<file path="src/sv/assert_macros.svh">
// Assertion macros shared by the pulse train decoder RTL.
`ifndef ASSERT_MACROS_SVH
`define ASSERT_MACROS_SVH

// Same-cycle implication, sampled on clk_i, off while rst_ni is low.
`define OOK_ASSERT_IMP(label, ante, cons, msg) \
  label: assert property (@(posedge clk_i) disable iff (!rst_ni) (ante) |-> (cons)) \
    else $error(msg);

// Next-cycle implication, sampled on clk_i, off while rst_ni is low.
`define OOK_ASSERT_NXT(label, ante, cons, msg) \
  label: assert property (@(posedge clk_i) disable iff (!rst_ni) (ante) |=> (cons)) \
    else $error(msg);

`endif

</file>
<file path="src/sv/ooktd_pkg.sv">
// Package: constants, protocol table and shared types of the pulse train decoder.
package ooktd_pkg;

  // Default sizes
  localparam int unsigned NUM_PROTOCOLS_DEF  = 7;
  localparam int unsigned CODE_WIDTH_DEF     = 32;
  localparam int unsigned DURATION_WIDTH_DEF = 15;
  localparam int unsigned COUNT_WIDTH_DEF    = 10;

  // Fixed sizes
  localparam int unsigned TABLE_SIZE    = 7;
  localparam int unsigned PERCENT_SCALE = 100;
  localparam int unsigned PCT_W         = 7;
  localparam int unsigned MIN_ITEMS_W   = 10;
  localparam int unsigned CFG_DATA_W    = 10;
  localparam int unsigned CFG_IDX_W     = 1;
  localparam int unsigned PIDX_W        = 3;
  localparam int unsigned SYM_W         = 4;
  localparam int unsigned QUEUE_DEPTH   = 2;

  // Configuration register indexes and reset values
  localparam logic [CFG_IDX_W-1:0] CFG_TOLERANCE = 1'd0;
  localparam logic [CFG_IDX_W-1:0] CFG_MIN_ITEMS = 1'd1;
  localparam logic [PCT_W-1:0]       TOL_PCT_RESET   = 7'd60;
  localparam logic [MIN_ITEMS_W-1:0] MIN_ITEMS_RESET = 10'd10;

  // Symbol times in base pulses; the sync symbol plays no part in decoding
  typedef struct packed {
    logic [SYM_W-1:0] zero_hi;
    logic [SYM_W-1:0] zero_lo;
    logic [SYM_W-1:0] one_hi;
    logic [SYM_W-1:0] one_lo;
    logic             inv;
  } proto_t;

  localparam proto_t PROTO_TABLE [TABLE_SIZE] = '{
    '{4'd1, 4'd3,  4'd3, 4'd1, 1'b0},
    '{4'd1, 4'd2,  4'd2, 4'd1, 1'b0},
    '{4'd4, 4'd11, 4'd9, 4'd6, 1'b0},
    '{4'd1, 4'd3,  4'd3, 4'd1, 1'b0},
    '{4'd1, 4'd2,  4'd2, 4'd1, 1'b0},
    '{4'd1, 4'd2,  4'd2, 4'd1, 1'b1},
    '{4'd1, 4'd6,  4'd6, 4'd1, 1'b0}
  };

  // Back end sequencer states
  typedef enum logic [1:0] {
    ST_IDLE,
    ST_SETUP,
    ST_CLASSIFY,
    ST_FINISH
  } back_state_e;

  // Pulse count of the symbol that is long in the longer half of the first item
  function automatic logic [SYM_W-1:0] proto_div(input logic [PIDX_W-1:0] idx,
                                                 input logic first_longer);
    proto_t           pr;
    logic [SYM_W-1:0] d;
    pr = PROTO_TABLE[idx];
    if (first_longer) begin
      d = (pr.zero_hi > pr.zero_lo) ? pr.zero_hi : pr.one_hi;
    end else begin
      d = (pr.zero_hi < pr.zero_lo) ? pr.zero_lo : pr.one_lo;
    end
    if (d == '0) begin
      d = SYM_W'(1);
    end
    return d;
  endfunction

endpackage

</file>
<file path="src/sv/ooktd_if.sv">
// Channel interfaces: pulse item input and decode result output.
interface ooktd_in_if #(
  parameter int unsigned DURATION_WIDTH = 15
);
  logic                      valid;
  logic                      ready;
  logic                      first_level;
  logic [DURATION_WIDTH-1:0] first_duration;
  logic                      second_level;
  logic [DURATION_WIDTH-1:0] second_duration;
  logic                      last_item;

  modport source (
    output valid, first_level, first_duration, second_level, second_duration, last_item,
    input  ready
  );
  modport sink (
    input  valid, first_level, first_duration, second_level, second_duration, last_item,
    output ready
  );
endinterface

interface ooktd_out_if #(
  parameter int unsigned CODE_WIDTH     = 32,
  parameter int unsigned DURATION_WIDTH = 15,
  parameter int unsigned COUNT_WIDTH    = 10
);
  logic                      valid;
  logic                      ready;
  logic                      decoded;
  logic [2:0]                protocol_index;
  logic [CODE_WIDTH-1:0]     code;
  logic [COUNT_WIDTH-1:0]    item_count;
  logic [DURATION_WIDTH-1:0] pulse_length;

  modport source (
    output valid, decoded, protocol_index, code, item_count, pulse_length,
    input  ready
  );
  modport sink (
    input  valid, decoded, protocol_index, code, item_count, pulse_length,
    output ready
  );
endinterface

</file>
<file path="src/sv/ook_remote_pulse_train_decoder_unit.sv">
// Top level of the on-off keyed remote pulse train decoder.
//
// Pulse items enter on in_chan (valid/ready); a transfer takes place at a clock
// edge with valid and ready both high. Each item carries two line levels, two
// durations and a last flag that closes the burst. One result per burst leaves
// on out_chan (valid/ready) after the last item: decoded, the lowest matching
// protocol, its code, the item count and the derived base pulse length.
// Flow: a first item runs per-protocol setup in a pipeline, then, unless it is
// the last, bit classification, each for the NP protocols in use (7 by
// default). Any later item runs bit classification for each protocol; the last
// item goes to the result register. A two-entry queue in front lets the input
// keep transferring while the back end works.
// Reset clears the queue, the burst position, the output register and returns
// tolerance_percent to 60 and min_items to 10. If the receiver stalls, the
// result stays in the output register; the back end keeps working on further
// items and only waits when the next result is due.
// Configuration: cfg_we_i writes cfg_data_i into register cfg_idx_i
// (0 tolerance_percent, 1 min_items); the user must write only while the
// block is idle. The block itself does not enforce this.
module ook_remote_pulse_train_decoder_unit
  import ooktd_pkg::*;
#(
  parameter int unsigned NUM_PROTOCOLS  = NUM_PROTOCOLS_DEF,
  parameter int unsigned CODE_WIDTH     = CODE_WIDTH_DEF,
  parameter int unsigned DURATION_WIDTH = DURATION_WIDTH_DEF,
  parameter int unsigned COUNT_WIDTH    = COUNT_WIDTH_DEF
) (
  input  logic                  clk_i,
  input  logic                  rst_ni,
  ooktd_in_if.sink              in_chan,
  ooktd_out_if.source           out_chan,
  input  logic                  cfg_we_i,
  input  logic [CFG_IDX_W-1:0]  cfg_idx_i,
  input  logic [CFG_DATA_W-1:0] cfg_data_i
);

  typedef struct packed {
    logic                      first;
    logic                      last;
    logic                      first_longer;
    logic [DURATION_WIDTH-1:0] longer;
    logic                      first_level;
    logic                      second_level;
    logic [DURATION_WIDTH-1:0] first_duration;
    logic [DURATION_WIDTH-1:0] second_duration;
    logic [COUNT_WIDTH-1:0]    count;
  } item_t;

  logic [PCT_W-1:0]       tol_pct_q;
  logic [MIN_ITEMS_W-1:0] min_items_q;

  // Configuration registers
  always_ff @(posedge clk_i or negedge rst_ni) begin
    if (!rst_ni) begin
      tol_pct_q   <= TOL_PCT_RESET;
      min_items_q <= MIN_ITEMS_RESET;
    end else if (cfg_we_i) begin
      case (cfg_idx_i)
        CFG_TOLERANCE: tol_pct_q   <= cfg_data_i[PCT_W-1:0];
        CFG_MIN_ITEMS: min_items_q <= cfg_data_i[MIN_ITEMS_W-1:0];
        default: begin
        end
      endcase
    end
  end

  logic  push_vld, push_rdy;
  item_t push_item;
  logic  pop_vld, pop_rdy;
  item_t pop_item;

  ooktd_front #(
    .DURATION_WIDTH (DURATION_WIDTH),
    .COUNT_WIDTH    (COUNT_WIDTH),
    .item_t         (item_t)
  ) u_front (
    .clk_i       (clk_i),
    .rst_ni      (rst_ni),
    .in_chan     (in_chan),
    .push_vld_o  (push_vld),
    .push_item_o (push_item),
    .push_rdy_i  (push_rdy)
  );

  ooktd_queue #(
    .DEPTH  (QUEUE_DEPTH),
    .item_t (item_t)
  ) u_queue (
    .clk_i       (clk_i),
    .rst_ni      (rst_ni),
    .push_vld_i  (push_vld),
    .push_item_i (push_item),
    .push_rdy_o  (push_rdy),
    .pop_vld_o   (pop_vld),
    .pop_item_o  (pop_item),
    .pop_rdy_i   (pop_rdy)
  );

  ooktd_back #(
    .NUM_PROTOCOLS  (NUM_PROTOCOLS),
    .CODE_WIDTH     (CODE_WIDTH),
    .DURATION_WIDTH (DURATION_WIDTH),
    .COUNT_WIDTH    (COUNT_WIDTH),
    .item_t         (item_t)
  ) u_back (
    .clk_i       (clk_i),
    .rst_ni      (rst_ni),
    .pop_vld_i   (pop_vld),
    .pop_item_i  (pop_item),
    .pop_rdy_o   (pop_rdy),
    .tol_pct_i   (tol_pct_q),
    .min_items_i (min_items_q),
    .out_chan    (out_chan)
  );

endmodule

</file>
<file path="src/sv/ooktd_front.sv">
// Front end: accepts pulse items, tracks burst position and count, classifies halves.
`include "assert_macros.svh"

module ooktd_front
  import ooktd_pkg::*;
#(
  parameter int unsigned DURATION_WIDTH = DURATION_WIDTH_DEF,
  parameter int unsigned COUNT_WIDTH    = COUNT_WIDTH_DEF,
  parameter type         item_t         = logic
) (
  input  logic  clk_i,
  input  logic  rst_ni,
  ooktd_in_if.sink in_chan,
  output logic  push_vld_o,
  output item_t push_item_o,
  input  logic  push_rdy_i
);

  localparam int unsigned DW = DURATION_WIDTH;

  logic                   burst_open_q, burst_open_d;
  logic [COUNT_WIDTH-1:0] count_q, count_d;
  logic [COUNT_WIDTH-1:0] count_new;
  logic                   xfer;
  logic                   first_longer;

  assign in_chan.ready = push_rdy_i;
  assign push_vld_o    = in_chan.valid;
  assign xfer          = in_chan.valid && push_rdy_i;

  // Count this item: restart at one on a new burst, else add one, saturating
  always_comb begin
    if (!burst_open_q) begin
      count_new = COUNT_WIDTH'(1);
    end else if (count_q == '1) begin
      count_new = count_q;
    end else begin
      count_new = count_q + COUNT_WIDTH'(1);
    end
    burst_open_d = burst_open_q;
    count_d      = count_q;
    if (xfer) begin
      burst_open_d = !in_chan.last_item;
      count_d      = in_chan.last_item ? '0 : count_new;
    end
  end

  // Classify the item for the back end
  assign first_longer = in_chan.first_duration > in_chan.second_duration;

  always_comb begin
    push_item_o.first           = !burst_open_q;
    push_item_o.last            = in_chan.last_item;
    push_item_o.first_longer    = first_longer;
    push_item_o.longer          = first_longer ? in_chan.first_duration
                                               : in_chan.second_duration;
    push_item_o.first_level     = in_chan.first_level;
    push_item_o.second_level    = in_chan.second_level;
    push_item_o.first_duration  = in_chan.first_duration;
    push_item_o.second_duration = in_chan.second_duration;
    push_item_o.count           = count_new;
  end

  always_ff @(posedge clk_i or negedge rst_ni) begin
    if (!rst_ni) begin
      burst_open_q <= 1'b0;
      count_q      <= '0;
    end else begin
      burst_open_q <= burst_open_d;
      count_q      <= count_d;
    end
  end

  `OOK_ASSERT_IMP(a_count_idle_zero, !burst_open_q, count_q == '0,
                  "item count not cleared between bursts")

endmodule

</file>
<file path="src/sv/ooktd_queue.sv">
// Short item queue between the front end and the back end.
`include "assert_macros.svh"

module ooktd_queue
  import ooktd_pkg::*;
#(
  parameter int unsigned DEPTH  = QUEUE_DEPTH,
  parameter type         item_t = logic
) (
  input  logic  clk_i,
  input  logic  rst_ni,
  input  logic  push_vld_i,
  input  item_t push_item_i,
  output logic  push_rdy_o,
  output logic  pop_vld_o,
  output item_t pop_item_o,
  input  logic  pop_rdy_i
);

  localparam int unsigned PW = (DEPTH > 1) ? $clog2(DEPTH) : 1;
  localparam int unsigned CW = $clog2(DEPTH + 1);

  item_t         slot_q [DEPTH];
  logic [PW-1:0] wr_ptr_q, wr_ptr_d;
  logic [PW-1:0] rd_ptr_q, rd_ptr_d;
  logic [CW-1:0] cnt_q, cnt_d;
  logic          push, pop;

  assign push_rdy_o = cnt_q != CW'(DEPTH);
  assign pop_vld_o  = cnt_q != '0;
  assign pop_item_o = slot_q[rd_ptr_q];
  assign push       = push_vld_i && push_rdy_o;
  assign pop        = pop_vld_o && pop_rdy_i;

  // Advance pointers and occupancy
  always_comb begin
    wr_ptr_d = wr_ptr_q;
    rd_ptr_d = rd_ptr_q;
    cnt_d    = cnt_q;
    if (push) begin
      wr_ptr_d = (wr_ptr_q == PW'(DEPTH - 1)) ? '0 : wr_ptr_q + PW'(1);
    end
    if (pop) begin
      rd_ptr_d = (rd_ptr_q == PW'(DEPTH - 1)) ? '0 : rd_ptr_q + PW'(1);
    end
    if (push && !pop) begin
      cnt_d = cnt_q + CW'(1);
    end else if (pop && !push) begin
      cnt_d = cnt_q - CW'(1);
    end
  end

  always_ff @(posedge clk_i or negedge rst_ni) begin
    if (!rst_ni) begin
      wr_ptr_q <= '0;
      rd_ptr_q <= '0;
      cnt_q    <= '0;
    end else begin
      wr_ptr_q <= wr_ptr_d;
      rd_ptr_q <= rd_ptr_d;
      cnt_q    <= cnt_d;
    end
  end

  // Store the pushed item
  always_ff @(posedge clk_i) begin
    if (push) begin
      slot_q[wr_ptr_q] <= push_item_i;
    end
  end

  `OOK_ASSERT_IMP(a_queue_bound, 1'b1, cnt_q <= CW'(DEPTH),
                  "queue occupancy beyond depth")

endmodule

</file>
<file path="src/sv/ooktd_back.sv">
// Back end: per-protocol setup, bit classification and result selection.
`include "assert_macros.svh"

module ooktd_back
  import ooktd_pkg::*;
#(
  parameter int unsigned NUM_PROTOCOLS  = NUM_PROTOCOLS_DEF,
  parameter int unsigned CODE_WIDTH     = CODE_WIDTH_DEF,
  parameter int unsigned DURATION_WIDTH = DURATION_WIDTH_DEF,
  parameter int unsigned COUNT_WIDTH    = COUNT_WIDTH_DEF,
  parameter type         item_t         = logic
) (
  input  logic                   clk_i,
  input  logic                   rst_ni,
  input  logic                   pop_vld_i,
  input  item_t                  pop_item_i,
  output logic                   pop_rdy_o,
  input  logic [PCT_W-1:0]       tol_pct_i,
  input  logic [MIN_ITEMS_W-1:0] min_items_i,
  ooktd_out_if.source            out_chan
);

  localparam int unsigned NP   = (NUM_PROTOCOLS < TABLE_SIZE) ? NUM_PROTOCOLS : TABLE_SIZE;
  localparam int unsigned IW   = (NP > 1) ? $clog2(NP) : 1;
  localparam int unsigned DW   = DURATION_WIDTH;
  localparam int unsigned RW   = DW + 1;
  localparam int unsigned XW   = DW + PCT_W;
  localparam int unsigned MW   = XW - 6;
  localparam int unsigned TW   = DW + SYM_W;
  localparam int unsigned CMPW = (COUNT_WIDTH > MIN_ITEMS_W) ? COUNT_WIDTH : MIN_ITEMS_W;
  localparam logic [MW-1:0] RECIP_100 = MW'((64'd1 << XW) / PERCENT_SCALE);

  // True when d lies strictly within tol of tgt
  function automatic logic near(input logic [DW-1:0] d, input logic [TW-1:0] tgt,
                                input logic [DW-1:0] tol);
    logic [TW-1:0] dx;
    logic [TW-1:0] dv;
    dx = TW'(d);
    dv = (dx > tgt) ? (dx - tgt) : (tgt - dx);
    return dv < TW'(tol);
  endfunction

  // Reciprocals of the base pulse divisors, per protocol and longer half
  logic [RW-1:0] recip_fl [NP];
  logic [RW-1:0] recip_sl [NP];

  for (genvar g = 0; g < NP; g++) begin : g_recip
    localparam int unsigned DivFl = int'(proto_div(PIDX_W'(g), 1'b1));
    localparam int unsigned DivSl = int'(proto_div(PIDX_W'(g), 1'b0));
    localparam logic [RW-1:0] RecipFl = RW'((64'd1 << DW) / DivFl);
    localparam logic [RW-1:0] RecipSl = RW'((64'd1 << DW) / DivSl);
    assign recip_fl[g] = RecipFl;
    assign recip_sl[g] = RecipSl;
  end

  back_state_e state_q, state_d;
  item_t       cur_q;
  logic        load_item;
  logic [IW-1:0] iss_q, iss_d;
  logic          iss_on_q, iss_on_d;
  logic          iss_last;

  // Per-protocol burst state
  logic [DW-1:0]         base_q [NP];
  logic [DW-1:0]         tol_q  [NP];
  logic [CODE_WIDTH-1:0] code_q [NP];
  logic [NP-1:0]         match_q;

  // Setup pipeline
  logic             s1_vld_q, s2_vld_q, s3_vld_q, s4_vld_q;
  logic [IW-1:0]    s1_idx_q, s2_idx_q, s3_idx_q, s4_idx_q;
  logic [DW+RW-1:0] s1_prod_q;
  logic [SYM_W-1:0] s1_div_q;
  logic [DW-1:0]    s2_base_q, s3_base_q, s4_base_q;
  logic [XW-1:0]    s3_x_q, s4_x_q;
  logic [XW+MW-1:0] s4_prod_q;
  logic             setup_busy;

  // Classify pipeline
  logic          c1_vld_q;
  logic [IW-1:0] c1_idx_q;
  logic [DW-1:0] c1_tol_q;
  logic [TW-1:0] tgt_zh_q, tgt_zl_q, tgt_oh_q, tgt_ol_q;

  // Output register
  logic                   out_vld_q;
  logic                   o_dec_q;
  logic [PIDX_W-1:0]      o_idx_q;
  logic [CODE_WIDTH-1:0]  o_code_q;
  logic [COUNT_WIDTH-1:0] o_cnt_q;
  logic [DW-1:0]          o_pulse_q;
  logic                   out_load;
  logic                   out_free;

  // Shared read ports of the per-protocol state
  logic [IW-1:0]         sel_idx;
  logic [IW-1:0]         base_rd_idx;
  logic [IW-1:0]         code_rd_idx;
  logic [DW-1:0]         base_rd;
  logic [CODE_WIDTH-1:0] code_rd;

  assign iss_last   = iss_q == IW'(NP - 1);
  assign setup_busy = iss_on_q || s1_vld_q || s2_vld_q || s3_vld_q || s4_vld_q;
  assign out_free   = !out_vld_q || out_chan.ready;

  // Sequencer: next state, issue counter, transfers
  always_comb begin
    state_d   = state_q;
    iss_d     = iss_q;
    iss_on_d  = iss_on_q;
    pop_rdy_o = 1'b0;
    load_item = 1'b0;
    out_load  = 1'b0;
    if (iss_on_q) begin
      iss_d    = iss_last ? '0 : iss_q + IW'(1);
      iss_on_d = !iss_last;
    end
    case (state_q)
      ST_IDLE: begin
        pop_rdy_o = 1'b1;
        if (pop_vld_i) begin
          load_item = 1'b1;
          iss_d     = '0;
          if (pop_item_i.first) begin
            state_d  = ST_SETUP;
            iss_on_d = 1'b1;
          end else if (pop_item_i.last) begin
            state_d = ST_FINISH;
          end else begin
            state_d  = ST_CLASSIFY;
            iss_on_d = 1'b1;
          end
        end
      end
      ST_SETUP: begin
        if (!setup_busy) begin
          iss_d = '0;
          if (cur_q.last) begin
            state_d = ST_FINISH;
          end else begin
            state_d  = ST_CLASSIFY;
            iss_on_d = 1'b1;
          end
        end
      end
      ST_CLASSIFY: begin
        if (!iss_on_q && !c1_vld_q) begin
          state_d = ST_IDLE;
        end
      end
      ST_FINISH: begin
        if (out_free) begin
          out_load = 1'b1;
          state_d  = ST_IDLE;
        end
      end
      default: begin
        state_d = ST_IDLE;
      end
    endcase
  end

  always_ff @(posedge clk_i or negedge rst_ni) begin
    if (!rst_ni) begin
      state_q  <= ST_IDLE;
      iss_q    <= '0;
      iss_on_q <= 1'b0;
    end else begin
      state_q  <= state_d;
      iss_q    <= iss_d;
      iss_on_q <= iss_on_d;
    end
  end

  // Hold the item under work
  always_ff @(posedge clk_i) begin
    if (load_item) begin
      cur_q <= pop_item_i;
    end
  end

  // Setup stage 1: multiply the longer half by the divisor reciprocal
  logic [RW-1:0]    recip_sel;
  logic [SYM_W-1:0] div_sel;

  assign recip_sel = cur_q.first_longer ? recip_fl[iss_q] : recip_sl[iss_q];
  assign div_sel   = proto_div(PIDX_W'(iss_q), cur_q.first_longer);

  // Setup stage 2: correct the quotient into the base pulse
  logic [DW-1:0]       q_est;
  logic [DW+SYM_W-1:0] q_back;
  logic [DW:0]         q_rem;
  logic [DW-1:0]       base_new;

  assign q_est    = s1_prod_q[2*DW-1:DW];
  assign q_back   = (DW+SYM_W)'(q_est) * (DW+SYM_W)'(s1_div_q);
  assign q_rem    = (DW+1)'(cur_q.longer) - q_back[DW:0];
  assign base_new = q_est + DW'(q_rem >= (DW+1)'(s1_div_q));

  // Setup stage 3 input: clamp the tolerance percentage
  logic [PCT_W-1:0] pct_eff;

  assign pct_eff = (tol_pct_i > PCT_W'(PERCENT_SCALE)) ? PCT_W'(PERCENT_SCALE) : tol_pct_i;

  // Setup write back: correct the tolerance quotient, check polarity
  logic [MW-1:0] t_est;
  logic [XW-1:0] t_back;
  logic [XW-1:0] t_rem;
  logic [MW-1:0] tol_full;
  proto_t        pr_wb;
  logic          pol_bad;

  assign t_est    = s4_prod_q[XW+MW-1:XW];
  assign t_back   = XW'(t_est) * XW'(PERCENT_SCALE);
  assign t_rem    = s4_x_q - t_back;
  assign tol_full = t_est + MW'(t_rem >= XW'(PERCENT_SCALE));
  assign pr_wb    = PROTO_TABLE[PIDX_W'(s4_idx_q)];
  assign pol_bad  = pr_wb.inv ? (cur_q.first_level && !cur_q.second_level)
                              : (!cur_q.first_level && cur_q.second_level);

  always_ff @(posedge clk_i or negedge rst_ni) begin
    if (!rst_ni) begin
      s1_vld_q <= 1'b0;
      s2_vld_q <= 1'b0;
      s3_vld_q <= 1'b0;
      s4_vld_q <= 1'b0;
    end else begin
      s1_vld_q <= (state_q == ST_SETUP) && iss_on_q;
      s2_vld_q <= s1_vld_q;
      s3_vld_q <= s2_vld_q;
      s4_vld_q <= s3_vld_q;
    end
  end

  always_ff @(posedge clk_i) begin
    s1_idx_q  <= iss_q;
    s1_prod_q <= (DW+RW)'(cur_q.longer) * (DW+RW)'(recip_sel);
    s1_div_q  <= div_sel;
    s2_idx_q  <= s1_idx_q;
    s2_base_q <= base_new;
    s3_idx_q  <= s2_idx_q;
    s3_base_q <= s2_base_q;
    s3_x_q    <= XW'(s2_base_q) * XW'(pct_eff);
    s4_idx_q  <= s3_idx_q;
    s4_base_q <= s3_base_q;
    s4_x_q    <= s3_x_q;
    s4_prod_q <= (XW+MW)'(s3_x_q) * (XW+MW)'(RECIP_100);
  end

  // Classify stage 1: scale the symbol times by the base pulse
  proto_t pr_iss;

  assign pr_iss = PROTO_TABLE[PIDX_W'(iss_q)];

  always_ff @(posedge clk_i or negedge rst_ni) begin
    if (!rst_ni) begin
      c1_vld_q <= 1'b0;
    end else begin
      c1_vld_q <= (state_q == ST_CLASSIFY) && iss_on_q;
    end
  end

  always_ff @(posedge clk_i) begin
    c1_idx_q <= iss_q;
    c1_tol_q <= tol_q[iss_q];
    tgt_zh_q <= TW'(base_rd) * TW'(pr_iss.zero_hi);
    tgt_zl_q <= TW'(base_rd) * TW'(pr_iss.zero_lo);
    tgt_oh_q <= TW'(base_rd) * TW'(pr_iss.one_hi);
    tgt_ol_q <= TW'(base_rd) * TW'(pr_iss.one_lo);
  end

  // Classify stage 2: zero bit, one bit or drop the protocol
  logic                  is_zero, is_one;
  logic [CODE_WIDTH-1:0] code_shift;

  assign is_zero    = near(cur_q.first_duration, tgt_zh_q, c1_tol_q)
                   && near(cur_q.second_duration, tgt_zl_q, c1_tol_q);
  assign is_one     = near(cur_q.first_duration, tgt_oh_q, c1_tol_q)
                   && near(cur_q.second_duration, tgt_ol_q, c1_tol_q);
  assign code_shift = {code_rd[CODE_WIDTH-2:0], 1'b0};

  // Finish: lowest numbered protocol still matching
  always_comb begin
    sel_idx = '0;
    for (int i = NP - 1; i >= 0; i--) begin
      if (match_q[i]) begin
        sel_idx = IW'(i);
      end
    end
  end

  assign base_rd_idx = (state_q == ST_FINISH) ? sel_idx : iss_q;
  assign code_rd_idx = (state_q == ST_FINISH) ? sel_idx : c1_idx_q;
  assign base_rd     = base_q[base_rd_idx];
  assign code_rd     = code_q[code_rd_idx];

  // Write per-protocol state
  always_ff @(posedge clk_i or negedge rst_ni) begin
    if (!rst_ni) begin
      match_q <= '1;
    end else if (s4_vld_q) begin
      match_q[s4_idx_q] <= !pol_bad;
    end else if (c1_vld_q && match_q[c1_idx_q] && !is_zero && !is_one) begin
      match_q[c1_idx_q] <= 1'b0;
    end else if (out_load) begin
      match_q <= '1;
    end
  end

  always_ff @(posedge clk_i) begin
    if (s4_vld_q) begin
      base_q[s4_idx_q] <= s4_base_q;
      tol_q[s4_idx_q]  <= tol_full[DW-1:0];
      code_q[s4_idx_q] <= '0;
    end else if (c1_vld_q && match_q[c1_idx_q]) begin
      code_q[c1_idx_q] <= code_shift | CODE_WIDTH'(!is_zero && is_one);
    end
  end

  // Result register
  logic ok;

  assign ok = (|match_q) && (cur_q.second_duration == '0)
           && (CMPW'(cur_q.count) >= CMPW'(min_items_i));

  always_ff @(posedge clk_i or negedge rst_ni) begin
    if (!rst_ni) begin
      out_vld_q <= 1'b0;
    end else if (out_load) begin
      out_vld_q <= 1'b1;
    end else if (out_chan.ready) begin
      out_vld_q <= 1'b0;
    end
  end

  always_ff @(posedge clk_i) begin
    if (out_load) begin
      o_dec_q   <= ok;
      o_idx_q   <= ok ? PIDX_W'(sel_idx) : '0;
      o_code_q  <= ok ? code_rd : '0;
      o_cnt_q   <= ok ? cur_q.count : '0;
      o_pulse_q <= ok ? base_rd : '0;
    end
  end

  assign out_chan.valid          = out_vld_q;
  assign out_chan.decoded        = o_dec_q;
  assign out_chan.protocol_index = o_idx_q;
  assign out_chan.code           = o_code_q;
  assign out_chan.item_count     = o_cnt_q;
  assign out_chan.pulse_length   = o_pulse_q;

  `OOK_ASSERT_IMP(a_setup_in_state, s1_vld_q || s2_vld_q || s3_vld_q || s4_vld_q,
                  state_q == ST_SETUP, "setup pipeline active outside setup")
  `OOK_ASSERT_IMP(a_classify_in_state, c1_vld_q, state_q == ST_CLASSIFY,
                  "classify stage active outside classify")
  `OOK_ASSERT_IMP(a_result_from_finish, $rose(out_vld_q), $past(state_q) == ST_FINISH,
                  "result raised without a finished burst")

endmodule
</file>
<file path="src/flat_wrapper.sv">
// flat-port wrapper written by rule: the top's interface ports become plain ports
module ook_remote_pulse_train_decoder_unit_flat import ooktd_pkg::*;
#(
  parameter int unsigned NUM_PROTOCOLS  = NUM_PROTOCOLS_DEF,
  parameter int unsigned CODE_WIDTH     = CODE_WIDTH_DEF,
  parameter int unsigned DURATION_WIDTH = DURATION_WIDTH_DEF,
  parameter int unsigned COUNT_WIDTH    = COUNT_WIDTH_DEF
)
  (clk_i, rst_ni, cfg_we_i, cfg_idx_i, cfg_data_i, in_chan_valid, in_chan_first_level, in_chan_first_duration, in_chan_second_level, in_chan_second_duration, in_chan_last_item, in_chan_ready, out_chan_valid, out_chan_decoded, out_chan_protocol_index, out_chan_code, out_chan_item_count, out_chan_pulse_length, out_chan_ready);
  ooktd_in_if #(.DURATION_WIDTH(DURATION_WIDTH)) in_chan_i ();
  ooktd_out_if #(.CODE_WIDTH(CODE_WIDTH), .DURATION_WIDTH(DURATION_WIDTH), .COUNT_WIDTH(COUNT_WIDTH)) out_chan_i ();
  input  logic clk_i;
  input  logic rst_ni;
  input  logic cfg_we_i;
  input  logic [CFG_IDX_W-1:0] cfg_idx_i;
  input  logic [CFG_DATA_W-1:0] cfg_data_i;
  input wire logic [$bits(in_chan_i.valid)-1:0] in_chan_valid;
  input wire logic [$bits(in_chan_i.first_level)-1:0] in_chan_first_level;
  input wire logic [$bits(in_chan_i.first_duration)-1:0] in_chan_first_duration;
  input wire logic [$bits(in_chan_i.second_level)-1:0] in_chan_second_level;
  input wire logic [$bits(in_chan_i.second_duration)-1:0] in_chan_second_duration;
  input wire logic [$bits(in_chan_i.last_item)-1:0] in_chan_last_item;
  output wire logic [$bits(in_chan_i.ready)-1:0] in_chan_ready;
  output wire logic [$bits(out_chan_i.valid)-1:0] out_chan_valid;
  output wire logic [$bits(out_chan_i.decoded)-1:0] out_chan_decoded;
  output wire logic [$bits(out_chan_i.protocol_index)-1:0] out_chan_protocol_index;
  output wire logic [$bits(out_chan_i.code)-1:0] out_chan_code;
  output wire logic [$bits(out_chan_i.item_count)-1:0] out_chan_item_count;
  output wire logic [$bits(out_chan_i.pulse_length)-1:0] out_chan_pulse_length;
  input wire logic [$bits(out_chan_i.ready)-1:0] out_chan_ready;
  assign in_chan_i.valid = in_chan_valid;
  assign in_chan_i.first_level = in_chan_first_level;
  assign in_chan_i.first_duration = in_chan_first_duration;
  assign in_chan_i.second_level = in_chan_second_level;
  assign in_chan_i.second_duration = in_chan_second_duration;
  assign in_chan_i.last_item = in_chan_last_item;
  assign in_chan_ready = in_chan_i.ready;
  assign out_chan_valid = out_chan_i.valid;
  assign out_chan_decoded = out_chan_i.decoded;
  assign out_chan_protocol_index = out_chan_i.protocol_index;
  assign out_chan_code = out_chan_i.code;
  assign out_chan_item_count = out_chan_i.item_count;
  assign out_chan_pulse_length = out_chan_i.pulse_length;
  assign out_chan_i.ready = out_chan_ready;
  ook_remote_pulse_train_decoder_unit #(.NUM_PROTOCOLS(NUM_PROTOCOLS), .CODE_WIDTH(CODE_WIDTH), .DURATION_WIDTH(DURATION_WIDTH), .COUNT_WIDTH(COUNT_WIDTH)) u_core (.clk_i(clk_i), .rst_ni(rst_ni), .in_chan(in_chan_i), .out_chan(out_chan_i), .cfg_we_i(cfg_we_i), .cfg_idx_i(cfg_idx_i), .cfg_data_i(cfg_data_i));
endmodule
</file>
<file path="config.mk">
export PLATFORM = sky130hd
export DESIGN_NAME = ook_remote_pulse_train_decoder_unit_flat
export DESIGN_NICKNAME = d
export VERILOG_FILES = /design/src/sv/ooktd_pkg.sv /design/src/sv/ooktd_if.sv /design/src/sv/ook_remote_pulse_train_decoder_unit.sv /design/src/sv/ooktd_front.sv /design/src/sv/ooktd_queue.sv /design/src/sv/ooktd_back.sv /design/src/flat_wrapper.sv
export VERILOG_INCLUDE_DIRS = /design/src /design/src/sv
export SDC_FILE = /design/constraint.sdc
export NUM_CORES = 2
export LEC_CHECK = 0
export BUFFER_PORTS_ARGS = -buffer_cell sky130_fd_sc_hd__buf_2
export CAP_MARGIN = 15
export CORE_UTILIZATION = 59
export CTS_BUF_LIST = sky130_fd_sc_hd__clkbuf_16
export DETAILED_ROUTE_END_ITERATION = 16
export HOLD_SLACK_MARGIN = 0.03
export PLACE_DENSITY = 0.78
export RECOVER_POWER = 25
export SETUP_SLACK_MARGIN = 0.5
export SLEW_MARGIN = 40
export SYNTH_ARGS = -nofsm -noshare
export SYNTH_HDL_FRONTEND = slang
export SYNTH_HIERARCHICAL = 1
export SYNTH_SLANG_ARGS = --single-unit
</file>
<file path="constraint.sdc">
create_clock -name clk_i -period 7.73 [get_ports clk_i]
set_input_delay 1.546 -clock clk_i [delete_from_list [all_inputs] [get_ports clk_i]]
set_output_delay 1.546 -clock clk_i [all_outputs]
set_load 0.01 [all_outputs]
</file>
## Yosys cells after proc, flatten, opt, wreduce, memory -nomap -nowiden

Memories as Yosys holds them, arrays and structs flattened. A register that Yosys moved wholly into a read port is not among the register bits.
Index checks and enable logic that the tools add are counted.

- Register bits: 420
- Latch bits: 0
- Memory bits (writable): 554
- ROM bits: 528
- Memories kept: 8

Memory list:

| memory | depth | bits a word | read ports | clocked after Yosys merged registers in | write ports | RTL line | RTL |
|---|---|---|---|---|---|---|---|
| u_core.u_back.code_q | 7 | 32 | 1 | 0 | 1 | ooktd_back.sv:66 | `logic [CODE_WIDTH-1:0] code_q [NP];` |
| (name not given) | 8 | 17 | 1 | 0 | 0 | ooktd_back.sv:253 | `assign pr_iss = PROTO_TABLE[PIDX_W'(iss_q)];` |
| (name not given) | 8 | 17 | 1 | 0 | 0 | ooktd_back.sv:217 | `assign pr_wb = PROTO_TABLE[PIDX_W'(s4_idx_q)];` |
| (name not given) | 8 | 16 | 1 | 0 | 0 | ooktd_back.sv:186 | `assign recip_sel = cur_q.first_longer ? recip_fl[iss_q] : recip_sl[iss_q];` |
| (name not given) | 8 | 16 | 1 | 0 | 0 | ooktd_back.sv:186 |  |
| u_core.u_queue.slot_q | 2 | 60 | 1 | 0 | 1 | ooktd_queue.sv:23 | `item_t slot_q [DEPTH];` |
| 2 more memories | n/a | n/a | n/a | n/a | n/a | n/a |  |

- Add/subtract/negate cells: 18
- Multipliers: 9
- Divide/modulo/power cells: 0
- $lt $le $gt $ge: 21
- Equal/unequal tests: 10
- Shift-type cells: 0
- Multiplexer cells: 82
- Bitwise logic cells: 6
- Reduce and logical (&&, ||, !) cells: 49

Operator list:

| kind | number |
|---|---|
| two-way mux 16 bit | 5 |
| greater-than comparator 15 x 19 -> 1 bit | 4 |
| < comparator 19 x 15 -> 1 bit | 4 |
| multiplier 15 x 4 -> 19 bit | 4 |
| two-way mux 19 bit | 4 |
| subtractor 15 x 19 -> 19 bit | 4 |
| subtractor 19 x 15 -> 19 bit | 4 |
| two-way mux 3 bit | 14 |
| multiplier 22 x 16 -> 38 bit (second input constant) | 1 |
| two-way mux 17 bit | 2 |
| two-way mux 32 bit | 1 |
| OR 32 x 1 -> 32 bit | 1 |
| OR reduction 32 bit | 1 |
| two-way mux 1 bit | 31 |
| adder 15 x 1 -> 15 bit | 2 |
| multiplier 15 x 16 -> 30 bit | 1 |
| two-way mux 10 bit | 3 |
| two-way mux 7 bit | 4 |
| greater-or-equal comparator 22 x 7 -> 1 bit (second input constant) | 1 |
| multiplier 15 x 7 -> 22 bit | 1 |
| subtractor 22 bit | 1 |
| multiplier 16 x 5 -> 20 bit (second input constant) | 1 |
| logical AND 1 bit | 19 |
| greater-or-equal comparator 16 x 4 -> 1 bit | 1 |
| other kinds (44) | 81 |

## Longest topological paths before layout

An unclocked memory read counts as a cell.

- Depth in word-level cells: 11
- Gate-level depth with buffers: 34

## Modules after synthesis

Netlist, hierarchy kept.

Modules (own cells, without submodules):

| module | instances | cells each | area each (sq um) |
|---|---|---|---|
| ooktd_back | 1 | 5,727 | 60,157.7 |
| ooktd_queue | 1 | 205 | 4,825.9 |
| ooktd_front | 1 | 224 | 1,636.6 |
| ook_remote_pulse_train_decoder_unit | 1 | 37 | 674.4 |

## Worst setup path after synthesis

No wires, ideal clock.

- Kind: register to register
- Start point: register u_core.u_back.iss_q[0]
- End point: register u_core.u_back.s1_prod_q[26]
- Library setup time: 0.122 ns
- Arrival: 8.150 ns
- Required time: 7.608 ns
- Setup slack: -0.542 ns
- Stages on the path, launching flop included: 31
- Cells stage by stage: dfrtp_1 > clkbuf_1 > buf_1 > clkbuf_1 > inv_1 > ha_1 > nor2b_1 > nand2_1 > o21ai_0 > clkbuf_1 > nand2_1 > fa_1 > inv_1 > fa_1 > inv_1 > fa_1 > inv_1 > fa_1 > fa_1 > fa_1 > ha_1 > a21o_1 > a21oi_1 > o32ai_1 > a31o_2 > o311a_1 > o31ai_1 > a21boi_0 > o21a_1 > o21ai_0 > a21oi_1

- Word-level cells in the longest chain between the ends: 6
- Elaborated cells between the ends (all ways): 9
- Classes of those cells: 1 x mul; 5 x mux; 1 x bitwise; 2 x memory

Ends and longest elaborated chain:

| item | RTL line | RTL |
|---|---|---|
| start: declaration | ooktd_back.sv:59 | `logic [IW-1:0] iss_q, iss_d;` |
| start signal: assignment | ooktd_back.sv:170 | `iss_q <= iss_d;` |
| NOT 3 -> 4 bit (not written as such) * | ooktd_back.sv:186 |  |
| memory (8 x 16 bit) | n/a |  |
| two-way mux 16 bit (not written as such) (2 in a row) | ooktd_back.sv:186 |  |
| two-way mux 16 bit * | ooktd_back.sv:186 |  |
| multiplier 15 x 16 -> 30 bit * | ooktd_back.sv:237 | `s1_prod_q <= (DW+RW)'(cur_q.longer) * (DW+RW)'(recip_sel);` |
| end signal: assignment | ooktd_back.sv:237 |  |
| end: declaration | ooktd_back.sv:72 | `logic [DW+RW-1:0] s1_prod_q;` |

Mark *: on every way between the ends. The rest lies on a longest branch, timed or not. The select of a mux whose other input is x is not followed.
A chain may end at the register's enable or synchronous reset.

## Worst setup path in the final report

- Start point: register u_core.u_back.s3_x_q[17]
- End point: register u_core.u_back.s4_prod_q[34]

- Word-level cells in the longest chain between the ends: 1

Ends and longest elaborated chain:

| item | RTL line | RTL |
|---|---|---|
| start: declaration | ooktd_back.sv:75 | `logic [XW-1:0] s3_x_q, s4_x_q;` |
| start signal: assignment | ooktd_back.sv:243 | `s3_x_q <= XW'(s2_base_q) * XW'(pct_eff);` |
| multiplier 22 x 16 -> 38 bit | ooktd_back.sv:247 | `s4_prod_q <= (XW+MW)'(s3_x_q) * (XW+MW)'(RECIP_100);` |
| end signal: assignment | ooktd_back.sv:247 |  |
| end: declaration | ooktd_back.sv:76 | `logic [XW+MW-1:0] s4_prod_q;` |

No other way between the ends.

==> results.py <==
metrics = {
    "synthesis": {
        "yosysSeqAreaShare": 0.3860,
        "synth_compound_area_frac": 0.09313,
        "ys_ff_latch": 947,
        "synth_top_area_cell": "edfxtp_1",
        "syn-num-nets": 7451,
        "ys_top_cells_by_count": "inv_1, ha_1, edfxtp_1, nand2_1, fa_1",
        "yosys-top-cells-area": "edfxtp_1, fa_1, ha_1",
        "syn-instance-count": 6193,
        "synth_most_common_cell": "inv_1",
        "synth_fa_ha_area_frac": 0.2801,
        "synth_ff_type": "edfxtp_1",
        "avgSynthCellArea_um2": 10.87,
        "synthMuxAreaShare": 0.03155,
        "synth_edf_count": 674,
        "ys.warnings.count": 6,
        "synth-xor-area-share": 0.02915,
        "yosysTopAreaCellShare": 0.3008,
        "synthSimpleGateAreaFrac": 0.1190,
        "synth_cell_type_count": 93,
        "syn_area_mm2": 0.06729,
        "synth_top_family_by_area": "adder cells",
        "synth-async-reset-ratio": 0.05385,
    },
    "cells_and_area": {
        "drive_above_1_share": 0.08501,
        "synthToLayoutAreaGrowth_pct": 8.261,
        "nNetsFinal": 7544,
        "instances_no_fill": 7865,
        "fin_util": 0.6458,
    },
    "worst_setup_path": {
        "cp_slowest_stage_delay_ns": 0.71,
        "cp-end-kind": "flop",
        "cp.arrival_ns": 7.73,
        "start_kind": "flop",
        "crit_top_cell": "fa_1",
        "crit_type": "reg -> reg",
        "crit_fanout": 6,
        "slowest_stage": "a221oi_1",
        "crit_chain": "clkbuf_1, ha_1, fa_1, fa_1, inv_1, fa_1, fa_1, fa_1, inv_1, ha_1, nand3_1, or4_1, a221oi_1, o311a_1, a21oi_1, o21a_1, o21ai_0, o21a_1, nor2_1, xnor2_1",
        "required_ns": 8.33,
    },
    "clocking": {
        "clk-insertion-delay-late_ns": 0.70,
        "cts_buffers": 94,
        "cts_tree": "built",
        "path_clk_slew_ns": 0.06,
        "cts.path.max_buffers": 3,
        "clock_sinks": 947,
        "holdBufCountCts": 0,
        "clockRootBuffer": "clkbuf_16",
        "htreeDepth": 3,
    },
    "sta": {
        "hold_violations": 0,
        "setup_tns_ns": 0,
        "slew_headroom": -1.289,
        "maxSlewViolCount": 86,
        "fin_crit_sh": 0.9227,
        "clock_skew_ns": 0.05628,
        "fin_crit_ns": 7.133,
        "fmax_mhz": 140.2,
        "setup_ws_ns": 0.5975,
        "worst_pin_slew_ns": 3.434,
        "setup_violations": 0,
        "rsz0062_at_grt": "false",
    },
    "drt": {
        "dr.pass1.iters": 6,
        "vias_per_cell": 5.948,
        "drt-total-wl_um": 169400,
        "drtIter0Drc": 3843,
        "antenna_left": 0,
        "vias": 46780,
        "drc": 0,
        "wl_per_cell_um": 21.54,
    },
    "run_status": {
        "status": "complete, but fails checks",
        "violations": "capacitance limit, slew limit",
    },
    "place": {
        "place_inst": 7672,
        "hpwl_um": 125400,
        "place.port_buffers": 111,
        "gp_congestion": 0.9498,
        "dp_slack_ns": -0.1029,
    },
    "die": {
        "rows": 123,
        "core_area_mm2": 0.1128,
        "die_w_um": 339.7,
        "pin_count": 112,
        "start_util": 0.5965,
        "die_h_um": 339.7,
        "dieArea_mm2": 0.1154,
    },
    "run": {
        "cap_violations": 2,
    },
    "global_route": {
        "grt_start_max_net_pins": 97,
        "antenna_found_initial": 6,
        "grt_use_total": 0.2959,
        "grt-ovfl-total": 0,
        "grt_pass1_vias": 47570,
        "grt_pass1_wl_um": 265700,
    },
    "min_path": {
        "min_path_type": "reg -> reg",
    },
}
-- repair_timing --
action	CTS	global route
pin swaps	1	17
endpoints found under the hold margin	0	0
endpoints found under the setup margin	7	102
gates cloned	0	2
setup buffers	5	11
resized for setup	12	42
-- path summary, 6_finish.rpt --
| path | from | to | slack (ns) | cells after the start |
|---|---|---|---|---|
| max in group asynchronous | rst_ni | u_core/u_back/iss_q[1]$_DFF_PN0_ | 3.40 | 2 |
| min in group asynchronous | rst_ni | u_core/min_items_q[8]$_DFFE_PN0P_ | 2.11 | 2 |
| worst max-delay path | u_core/u_back/s3_x_q[17]$_DFF_P_ | u_core/u_back/s4_prod_q[34]$_DFF_P_ | 0.60 | 20 |
| worst max register to register | u_core/u_back/s3_x_q[17]$_DFF_P_ | u_core/u_back/s4_prod_q[34]$_DFF_P_ | 0.60 | 20 |
| worst min-delay path | u_core/u_back/s3_base_q[2]$_DFF_P_ | u_core/u_back/s4_base_q[2]$_DFF_P_ | 0.32 | 0 |
| worst min register to register | u_core/u_back/s3_base_q[2]$_DFF_P_ | u_core/u_back/s4_base_q[2]$_DFF_P_ | 0.32 | 0 |
-- registers in the layout (all words and copies together) (netlist names), 10 cells and up --
name / cells
u_core/u_back/s4_base_q: 15
u_core/u_back/tgt_zl_q: 18
u_core/u_back/s4_prod_q: 16
u_core/u_back/s3_base_q: 15
u_core/u_queue/slot_q: 120
u_core/u_back/tgt_zh_q: 17
u_core/u_front/count_q: 10
u_core/u_back/s3_x_q: 22
u_core/u_back/s1_prod_q: 15
u_core/u_back/s4_x_q: 20
u_core/u_back/tgt_ol_q: 19
u_core/u_back/tgt_oh_q: 19
u_core/u_back/c1_tol_q: 15
u_core/u_back/base_q: 105
u_core/min_items_q: 10
u_core/u_back/out_chan.code: 32
u_core/u_back/cur_q: 59
u_core/u_back/out_chan.item_count: 10
u_core/u_back/s2_base_q: 15
u_core/u_back/code_q: 224
u_core/u_back/out_chan.pulse_length: 15
u_core/u_back/tol_q: 105
-- logic make-up after synthesis --
family / count (synthesis)
buffers and inverters: 1014
and+or+nand+nor: 1709
DFF: 947
xor gates and xnor gates: 224
AOI/OAI and AO/OA: 936
adders and majority gates: 1209
muxes: 154
-- per-layer routing --
layer	routed length, um	global-route usage	vias up	part of all wire
li1	-	-	21510	-
met1	69290	0.3958	23070	0.41
met2	80860	0.4878	1847	0.48
met3	12510	0.03898	344	0.074
met4	6672	0.1230	8	0.039
met5	55	0	-	0.00032
-- through the flow --
step	cell area, um2	hold WS (ns)
2_1_floorplan	67350	0.3096
5_1_grt	72850	0.3313
6_report	72850	0.3217
4_1_cts	72840	0.3178
3_5_place_dp	69660	0.3121
3_3_place_gp	69410	0.3101
-- placed cells by master, fill, tap and decap left out, types with 25 or more instances in the layout --
cell	n
a21o_1	97
a311oi_1	53
mux2_2	39
fa_1	496
mux2_1	39
a21oi_1	226
o21a_1	48
and2_1	146
ha_1	710
clkbuf_16	96
o21bai_1	27
mux2i_1	31
and3_1	58
nor2_1	351
o21ai_0	157
clkbuf_1	43
dfxtp_1	219
nand4_1	25
mux2_4	29
nor2b_1	43
xor2_1	66
a31oi_1	67
edfxtp_1	674
nand2b_1	52
nand3_1	179
nor3_1	130
xnor2_1	153
a211oi_1	27
or2_2	26
nand2_1	586
inv_1	799
buf_4	85
dfrtp_1	35
buf_2	77
-- cell type report --
class,count,area (um2)
timing repair buffer,218,1413
clock buffer,96,2402
inverter,792,2985
multi-input combinational,4232,37490
sequential,947,25980
antenna,1,2.502
tap,1500,1877
fill,8563,39950
timing repair inverter,1,5.005
clock inverter,78,691.9
-- worst max-delay path: cells and delay by family (launching register included) --
family	cells	cell delay, ns
adder cells (fa/ha/maj)	7	3.14
AO/OA/AOI/OAI	6	1.93
AND/OR/NAND/NOR	3	0.79
buffers and inverters	3	0.49
flip-flops	1	0.48
XOR/XNOR	1	0.19
Power is left out: the tool's default activity adds up to more than one toggle a clock period on the data nets, which glitch-free logic cannot reach.
